`src/rtl/core/paqi_pkg.sv`:
```
// Shared types and constants for the particulate air quality index core.
// Holds the breakpoint tables with their reciprocal constants and the lane structs.
// No dependencies.
package paqi_pkg;

   localparam int SEGMENT_COUNT  = 7;
   localparam int TABLE_SEGMENTS = 7;
   localparam int SEARCH_SEGMENTS =
      (SEGMENT_COUNT < TABLE_SEGMENTS) ? SEGMENT_COUNT : TABLE_SEGMENTS;

   localparam int CONC_W    = 16;
   localparam int INDEX_W   = 13;
   localparam int OFFSET_W  = 11;
   localparam int QUOT_W    = 10;
   localparam int RECIP_SHIFT = 24;
   localparam int RECIP_W   = 27;
   localparam int PROD_W    = OFFSET_W + RECIP_W;

   typedef struct packed {
      logic [CONC_W-1:0]  lo;
      logic [CONC_W-1:0]  hi;
      logic [RECIP_W-1:0] recip;
      logic [INDEX_W-1:0] base;
   } seg_entry_type;

   typedef seg_entry_type seg_table_type [TABLE_SEGMENTS];

   typedef struct packed {
      logic s1_en;
      logic s2_en;
   } lane_ctl_type;

   typedef struct packed {
      logic               hit;
      logic [INDEX_W-1:0] base;
      logic [QUOT_W-1:0]  quot;
   } lane_result_type;

   // recip = ceil(10 * anchor span * 2^RECIP_SHIFT / (hi - lo)); exact since 2^24 > span^2
   localparam seg_table_type FINE_TABLE = '{
      '{lo: 16'd0,    hi: 16'd120,
        recip: RECIP_W'(((64'd500 << RECIP_SHIFT) + 64'd119) / 64'd120),   base: 13'd0},
      '{lo: 16'd121,  hi: 16'd354,
        recip: RECIP_W'(((64'd500 << RECIP_SHIFT) + 64'd232) / 64'd233),   base: 13'd500},
      '{lo: 16'd355,  hi: 16'd554,
        recip: RECIP_W'(((64'd500 << RECIP_SHIFT) + 64'd198) / 64'd199),   base: 13'd1000},
      '{lo: 16'd555,  hi: 16'd1504,
        recip: RECIP_W'(((64'd500 << RECIP_SHIFT) + 64'd948) / 64'd949),   base: 13'd1500},
      '{lo: 16'd1505, hi: 16'd2504,
        recip: RECIP_W'(((64'd1000 << RECIP_SHIFT) + 64'd998) / 64'd999),  base: 13'd2000},
      '{lo: 16'd2505, hi: 16'd3504,
        recip: RECIP_W'(((64'd1000 << RECIP_SHIFT) + 64'd998) / 64'd999),  base: 13'd3000},
      '{lo: 16'd3505, hi: 16'd5004,
        recip: RECIP_W'(((64'd1000 << RECIP_SHIFT) + 64'd1498) / 64'd1499), base: 13'd4000}
   };

   localparam seg_table_type COARSE_TABLE = '{
      '{lo: 16'd0,    hi: 16'd540,
        recip: RECIP_W'(((64'd500 << RECIP_SHIFT) + 64'd539) / 64'd540),   base: 13'd0},
      '{lo: 16'd550,  hi: 16'd1540,
        recip: RECIP_W'(((64'd500 << RECIP_SHIFT) + 64'd989) / 64'd990),   base: 13'd500},
      '{lo: 16'd1550, hi: 16'd2540,
        recip: RECIP_W'(((64'd500 << RECIP_SHIFT) + 64'd989) / 64'd990),   base: 13'd1000},
      '{lo: 16'd2550, hi: 16'd3540,
        recip: RECIP_W'(((64'd500 << RECIP_SHIFT) + 64'd989) / 64'd990),   base: 13'd1500},
      '{lo: 16'd3550, hi: 16'd4240,
        recip: RECIP_W'(((64'd1000 << RECIP_SHIFT) + 64'd689) / 64'd690),  base: 13'd2000},
      '{lo: 16'd4250, hi: 16'd5040,
        recip: RECIP_W'(((64'd1000 << RECIP_SHIFT) + 64'd789) / 64'd790),  base: 13'd3000},
      '{lo: 16'd5050, hi: 16'd6040,
        recip: RECIP_W'(((64'd1000 << RECIP_SHIFT) + 64'd989) / 64'd990),  base: 13'd4000}
   };

endpackage

```
`src/rtl/core/particulate_air_quality_index_core.sv`:
```
// Particulate air quality index core: two pollutant lanes and a max merge stage.
// rsp_tvalid rises once an accepted item has passed the search, multiply and merge registers.
// Throughput: one item per cycle; a stage holds its item only while the next is full and stalled.
// Reset (synchronous, active high) clears the stage valid bits; no tables need loading.
// Depends on paqi_pkg, paqi_lane and paqi_merge.
module particulate_air_quality_index_core (
   input  logic        clock,
   input  logic        reset,
   input  logic        req_tvalid,
   output logic        req_tready,
   input  logic [31:0] req_tdata,   // [15:0] pm25_tenths, [31:16] pm10_tenths
   output logic        rsp_tvalid,
   input  logic        rsp_tready,
   output logic [15:0] rsp_tdata,   // [12:0] index_tenths, [15:13] zero
   output logic [1:0]  rsp_tuser    // [0] fine_in_range, [1] coarse_in_range
);

   logic v1_ff, v1_in, v2_ff, v2_in, v3_ff, v3_in;
   logic adv1, adv2, adv3;
   paqi_pkg::lane_ctl_type    ctl;
   paqi_pkg::lane_result_type fine_res, coarse_res;
   logic [paqi_pkg::INDEX_W-1:0] index_tenths;
   logic fine_in_range, coarse_in_range;

   assign adv3 = !v3_ff || rsp_tready;
   assign adv2 = !v2_ff || adv3;
   assign adv1 = !v1_ff || adv2;

   assign v1_in = adv1 ? req_tvalid : v1_ff;
   assign v2_in = adv2 ? v1_ff : v2_ff;
   assign v3_in = adv3 ? v2_ff : v3_ff;

   always_ff @(posedge clock) begin
      if (reset) begin
         v1_ff <= 1'b0;
         v2_ff <= 1'b0;
         v3_ff <= 1'b0;
      end else begin
         v1_ff <= v1_in;
         v2_ff <= v2_in;
         v3_ff <= v3_in;
      end
   end

   assign ctl.s1_en = adv1;
   assign ctl.s2_en = adv2;

   paqi_lane u_fine_lane (
      .clock     (clock),
      .conc      (req_tdata[15:0]),
      .seg_table (paqi_pkg::FINE_TABLE),
      .ctl       (ctl),
      .result    (fine_res)
   );

   paqi_lane u_coarse_lane (
      .clock     (clock),
      .conc      (req_tdata[31:16]),
      .seg_table (paqi_pkg::COARSE_TABLE),
      .ctl       (ctl),
      .result    (coarse_res)
   );

   paqi_merge u_merge (
      .clock           (clock),
      .load            (adv3),
      .fine            (fine_res),
      .coarse          (coarse_res),
      .index_tenths    (index_tenths),
      .fine_in_range   (fine_in_range),
      .coarse_in_range (coarse_in_range)
   );

   assign req_tready = adv1;
   assign rsp_tvalid = v3_ff;
   assign rsp_tdata  = {3'b000, index_tenths};
   assign rsp_tuser  = {coarse_in_range, fine_in_range};

   a_index_needs_hit: assert property (@(posedge clock) disable iff (reset)
      rsp_tvalid && (rsp_tdata[12:0] != 13'd0) |-> (rsp_tuser != 2'b00))
      else $error("nonzero index without any segment hit");

   a_index_bound: assert property (@(posedge clock) disable iff (reset)
      rsp_tvalid |-> (rsp_tdata[12:0] <= 13'd5000))
      else $error("index above 500.0");

   a_accept_fills_s1: assert property (@(posedge clock) disable iff (reset)
      req_tvalid && req_tready |=> v1_ff)
      else $error("accepted item lost at first stage");

   a_s2_holds: assert property (@(posedge clock) disable iff (reset)
      v2_ff && !adv2 |=> v2_ff && $stable(fine_res) && $stable(coarse_res))
      else $error("stalled multiply stage changed");

   a_s1_to_s2: assert property (@(posedge clock) disable iff (reset)
      v1_ff && adv2 |=> v2_ff)
      else $error("item dropped between stages");

endmodule

```
`src/rtl/core/paqi_lane.sv`:
```
// One pollutant lane: segment search, offset and reciprocal select, then scaling multiply.
// Two register stages, enabled from the top-level pipeline control.
// Depends on paqi_pkg.
module paqi_lane (
   input  logic                           clock,
   input  logic [paqi_pkg::CONC_W-1:0]    conc,
   input  paqi_pkg::seg_table_type        seg_table,
   input  paqi_pkg::lane_ctl_type         ctl,
   output paqi_pkg::lane_result_type      result
);

   logic                             hit_in, hit_ff, hit2_ff;
   logic [paqi_pkg::OFFSET_W-1:0]    offset_in, offset_ff;
   logic [paqi_pkg::RECIP_W-1:0]     recip_in, recip_ff;
   logic [paqi_pkg::INDEX_W-1:0]     base_in, base_ff, base2_ff;
   logic [paqi_pkg::CONC_W-1:0]      diff;
   logic [paqi_pkg::PROD_W-1:0]      prod;
   logic [paqi_pkg::QUOT_W-1:0]      quot_in, quot_ff;

   // first matching segment wins: scan from the top so lower ones override
   always_comb begin
      hit_in    = 1'b0;
      offset_in = '0;
      recip_in  = '0;
      base_in   = '0;
      diff      = '0;
      for (int i = paqi_pkg::SEARCH_SEGMENTS - 1; i >= 0; i--) begin
         if (conc >= seg_table[i].lo && conc <= seg_table[i].hi) begin
            hit_in    = 1'b1;
            diff      = conc - seg_table[i].lo;
            offset_in = diff[paqi_pkg::OFFSET_W-1:0];
            recip_in  = seg_table[i].recip;
            base_in   = seg_table[i].base;
         end
      end
   end

   always_ff @(posedge clock) begin
      if (ctl.s1_en) begin
         hit_ff    <= hit_in;
         offset_ff <= offset_in;
         recip_ff  <= recip_in;
         base_ff   <= base_in;
      end
   end

   assign prod    = paqi_pkg::PROD_W'(offset_ff) * paqi_pkg::PROD_W'(recip_ff);
   assign quot_in = prod[paqi_pkg::RECIP_SHIFT +: paqi_pkg::QUOT_W];

   always_ff @(posedge clock) begin
      if (ctl.s2_en) begin
         hit2_ff  <= hit_ff;
         base2_ff <= base_ff;
         quot_ff  <= quot_in;
      end
   end

   assign result.hit  = hit2_ff;
   assign result.base = base2_ff;
   assign result.quot = quot_ff;

endmodule

```
`src/rtl/core/paqi_merge.sv`:
```
// Merge stage: completes both lane indices, takes the larger and registers the result.
// Depends on paqi_pkg.
module paqi_merge (
   input  logic                            clock,
   input  logic                            load,
   input  paqi_pkg::lane_result_type       fine,
   input  paqi_pkg::lane_result_type       coarse,
   output logic [paqi_pkg::INDEX_W-1:0]    index_tenths,
   output logic                            fine_in_range,
   output logic                            coarse_in_range
);

   logic [paqi_pkg::INDEX_W-1:0] fine_idx, coarse_idx;
   logic [paqi_pkg::INDEX_W-1:0] index_in, index_ff;
   logic                         fine_ff, coarse_ff;

   assign fine_idx   = fine.base + paqi_pkg::INDEX_W'(fine.quot);
   assign coarse_idx = coarse.base + paqi_pkg::INDEX_W'(coarse.quot);
   assign index_in   = (fine_idx > coarse_idx) ? fine_idx : coarse_idx;

   always_ff @(posedge clock) begin
      if (load) begin
         index_ff  <= index_in;
         fine_ff   <= fine.hit;
         coarse_ff <= coarse.hit;
      end
   end

   assign index_tenths    = index_ff;
   assign fine_in_range   = fine_ff;
   assign coarse_in_range = coarse_ff;

endmodule

```
`config.mk`:
```
export PLATFORM = sky130hd
export DESIGN_NAME = particulate_air_quality_index_core
export DESIGN_NICKNAME = d
export VERILOG_FILES = /design/src/rtl/core/paqi_pkg.sv /design/src/rtl/core/particulate_air_quality_index_core.sv /design/src/rtl/core/paqi_lane.sv /design/src/rtl/core/paqi_merge.sv
export SDC_FILE = /design/constraint.sdc
export NUM_CORES = 1
export LEC_CHECK = 0
export BUFFER_PORTS_ARGS = -buffer_cell sky130_fd_sc_hd__buf_2
export CORE_ASPECT_RATIO = 0.75
export CORE_UTILIZATION = 57
export DETAILED_ROUTE_END_ITERATION = 8
export GPL_TIMING_DRIVEN = 0
export PLACE_DENSITY = 0.82
export SLEW_MARGIN = 40
export SYNTH_ARGS = -nofsm -noshare
export SYNTH_HDL_FRONTEND = slang
export SYNTH_SLANG_ARGS = --single-unit
```
`constraint.sdc`:
```
create_clock -name clock -period 10.4 [get_ports clock]
set_input_delay 2.08 -clock clock [delete_from_list [all_inputs] [get_ports clock]]
set_output_delay 2.08 -clock clock [all_outputs]
set_load 0.02 [all_outputs]
```
==> results.md <==
- Status: finished clean
- Number of buffers inserted during clock tree synthesis: 17
- Multi-input logic area: roughly 17000 um^2
- Period utilization: 0.724
- Peak clock frequency supported by timing: ~0.13 GHz
- Overall overflow remaining after global route: 0
- Syn Area/Cell: approximately 9.1 um^2
- Top Family by Delay on Critical Path: adder cells
- Total routing usage reported by global routing: 0.328
- CTS clock-pin slew for the worst setup and hold paths: 0.06 ns
- Post-synthesis sequential element count: 134
- Via count of the first global-routing pass: 19608
- Predominant post-synthesis flop cell: sky130_fd_sc_hd__edfxtp_1
- Area inside the core boundary: just over 40000 um^2
- Count of pins on the block boundary: 56
- Initial cell density of the core: 0.582
- Number of gates given a new drive strength after cts: 0
- Peak supply drop: 0.124 mV
- Worst r2r path cells: 20
- Worst hold path stage count: 0
- Initial antenna violation count: 2
- Number of buffers inserted by hold repair at cts: 0
- TritonCTS clock tree: done
- Nets: 3305
- DRC violations left: 0
- Number of standard-cell rows in the floorplan: 64
- Most used cell along the critical path: sky130_fd_sc_hd__fa_1
- Part of the Yosys area used for sequential elements: 0.167
- Via-to-Cell Ratio: a little under 6
- Area leader, netlist: sky130_fd_sc_hd__fa_1
- Post-DR wirelength/cell: 20.5 um
- Total cell area at the placement stage: 24900 um^2
- Critical-path cell with the highest stage delay: sky130_fd_sc_hd__a2111oi_1
- Startpoint of the worst register-to-register path: u_coarse_lane.offset_ff[4]
- Hold Crit Start: u_coarse_lane.base_ff[4]
- Commonest cells after routing, fill and taps aside: sky130_fd_sc_hd__inv_1, sky130_fd_sc_hd__fa_1, sky130_fd_sc_hd__nand2_1
- First-pass GRT wire length: ~110000 um
- Worst-path cell chain: clkbuf_1 > clkbuf_1 > nand2_1 > fa_1 > inv_1 > fa_1 > fa_1 > fa_1 > inv_1 > fa_1 > inv_1 > ha_1 > a21oi_1 > o21bai_1 > a2111oi_1 > a21oi_1 > o211ai_1 > a21oi_1 > a211oi_1 > xnor2_1
- Critical Setup Path Class: reg2reg
- Number of synthesized flops with an enable pin: 131
- Pins over their slew limit: 0
- RSZ-0062 raised after global routing: false
- Largest cells by area after synthesis: sky130_fd_sc_hd__fa_1, sky130_fd_sc_hd__edfxtp_1, sky130_fd_sc_hd__ha_1, sky130_fd_sc_hd__inv_1, sky130_fd_sc_hd__and2_1
- Setup Total Neg Slack: 0 ns
- Category of the worst setup path capture point: register
- Hold Violations, Final: 0
- Count of inserted antenna diode cells: 0
- Total number of clock tree sinks: 134
- FF-to-FF setup slack: roughly 2.9 ns
- Clock tree root buffer cell: sky130_fd_sc_hd__clkbuf_16
- Wire length after detailed routing: 67000 um
- Worst skew pair latency: between 0.4 and 0.5 ns
- Leading cell type in the layout, fill and taps excluded: sky130_fd_sc_hd__inv_1
- Hold/Removal Path Class: reg2reg
- Iter 0 DRT Violations: 2260
- Clock tree skew after final layout: 0.0111 ns
- Arrival @ worst endpoint: roughly 7.7 ns
- Data required time at the worst endpoint: approximately 11 ns
- Critical path fanouts, max: 10
- Share of post-route cells with drive strength above 1: 0.0631
- Static leakage: 13.0 nW
- Async SR Flop Fraction: 0
- Setup-failing EPs final: 0
- Final-layout fill cell count: ~3400
- Horizontal die dimension: 238 um
- P per Cell Area: 69.4 nW/um^2
- CP max stage delay: 0.76 ns
- Gate Count Post-Synth: 2629
- Number of vias in the routed layout: between 15000 and 20000
- First drt pass iteration count: 7
- Reg area: 3990 um^2
- Layout Area Growth over Synthesis: 6.68%
- CP Buf/Inv Count: 5
- Vertical extent of the die: around 180 um
- Maximum number of pins on one net before global-route repair: 41
- CTS HTree Levels: 4
- Share of the core filled with cells in the final layout: 0.620
- DRT antenna net count: 0
- Buffers inserted by post-CTS timing repair: 0
- Yosys top cell area share: 0.317
- Cell Area, Synth: about 24000 um^2
- Layout Cell Area excl Fill: 25500 um^2
- Final Critical Period: between 7 and 8 ns
- Max capacitance violation total: 0
- HPWL after DPL: between 50000 and 60000 um
- End point of the worst hold path: u_coarse_lane.base2_ff[4]
- Startpoint class of the critical path: register
- Count of buffers from port buffering: 44
- Logic depth of the worst path, buffers included: 20
- Worst-margin pin slew: 0.848 ns
- Die area: 42700 um^2
- Distinct cells, synth: about 110
- Reg2reg end: u_coarse_lane.quot_ff[9]
- Worst max-slew margin expressed relative to the limit: 0.432
- Number of warnings issued by yosys: 0
- GP Congestion: 1.02
- Bufs on Longest Clock Path: 2
-- cell usage after synthesis (all sizes together) (8+ instances only) --
| cell | instances |
|---|---|
| a211o | 8 |
| a211oi | 11 |
| a21o | 18 |
| a21oi | 91 |
| a221oi | 9 |
| a31oi | 20 |
| and2 | 216 |
| and3 | 18 |
| buf | 44 |
| clkbuf | 105 |
| edfxtp | 131 |
| fa | 378 |
| ha | 195 |
| inv | 536 |
| nand2 | 327 |
| nand2b | 11 |
| nand3 | 27 |
| nand4 | 13 |
| nor2 | 79 |
| nor2b | 14 |
| nor3 | 39 |
| nor4 | 9 |
| o211ai | 12 |
| o21a | 10 |
| o21ai | 69 |
| o21bai | 10 |
| o221ai | 11 |
| o22ai | 12 |
| or4 | 8 |
| xnor2 | 46 |
| xor2 | 18 |
-- worst max path at each step --
stage	to	slack [ns]	start
2_1_floorplan	req_tready	4.27	rsp_tready
3_3_place_gp	u_coarse_lane.quot_ff[9]	3.06	u_coarse_lane.offset_ff[4]
3_5_place_dp	u_coarse_lane.quot_ff[9]	3.17	u_coarse_lane.offset_ff[4]
4_1_cts	u_coarse_lane.quot_ff[9]	3.15	u_coarse_lane.offset_ff[4]
5_1_grt	u_coarse_lane.quot_ff[9]	2.82	u_coarse_lane.offset_ff[4]
6_report	u_coarse_lane.quot_ff[9]	2.87	u_coarse_lane.offset_ff[4]
-- sequential cells by signal, indices dropped and copies added (netlist names), 8 cells and up --
signal,flops
u_fine_lane.base2_ff,9
u_coarse_lane.base2_ff,9
u_merge.index_tenths,13
u_coarse_lane.quot_ff,10
u_fine_lane.recip_ff,18
u_fine_lane.quot_ff,10
u_fine_lane.base_ff,9
u_coarse_lane.base_ff,8
u_coarse_lane.recip_ff,18
u_coarse_lane.offset_ff,11
u_fine_lane.offset_ff,11
-- through the flow --
step	hold slack (ns)	setup WS (ns)	std cells	power, mW
2_1_floorplan	0.400	4.27	2631	0.984
3_3_place_gp	0.403	3.06	3236	1.13
3_5_place_dp	0.406	3.17	3238	1.15
4_1_cts	0.421	3.15	3270	1.76
5_1_grt	0.435	2.82	3270	1.85
6_report	0.421	2.87	3270	1.77
-- logic make-up after synthesis --
group	synth area share
AOI/OAI and AO/OA	0.104
muxes	0.00529
adders and majority gates	0.419
xor gates and xnor gates	0.0235
DFF	0.167
other	0.000157
and+or+nand+nor	0.169
buffers and inverters	0.112
-- layer usage --
metal | wire length, um | global-route usage | vias to the layer above
li1 | - | - | 8517
met1 | 28600 | 0.475 | 9547
met2 | 28400 | 0.490 | 1235
met3 | 8170 | 0.0793 | 151
met4 | 1800 | 0.0895 | 0
met5 | 0 | 0 | -
-- power breakdown --
group | leakage [nW] | internal, mW | switching (mW) | total (mW)
clock network | 0.287 | 0.368 | 0.241 | 0.609
logic | 11.1 | 0.169 | 0.339 | 0.508
registers | 1.61 | 0.629 | 0.0231 | 0.652
-- final cells by class --
cell class,count,area share
Buffer,149,0.0255
Clock buffer,19,0.0178
Clock inverter,13,0.00570
Inverter,537,0.0791
Multi-Input combinational cell,1811,0.677
Sequential cell,134,0.157
Tap cell,561,0.0275
Timing Repair Buffer,46,0.0105
-- worst register-to-register path: cells and delay by family (launching register included) --
family	cells	cell delay, ns
xor gates and xnor gates	1	0.17
buffers and inverters	5	1.15
DFF	1	0.40
adders and majority gates	6	2.91
AOI/OAI and AO/OA	7	2.26
and+or+nand+nor	1	0.38
(Power assumes the default switching activity.)
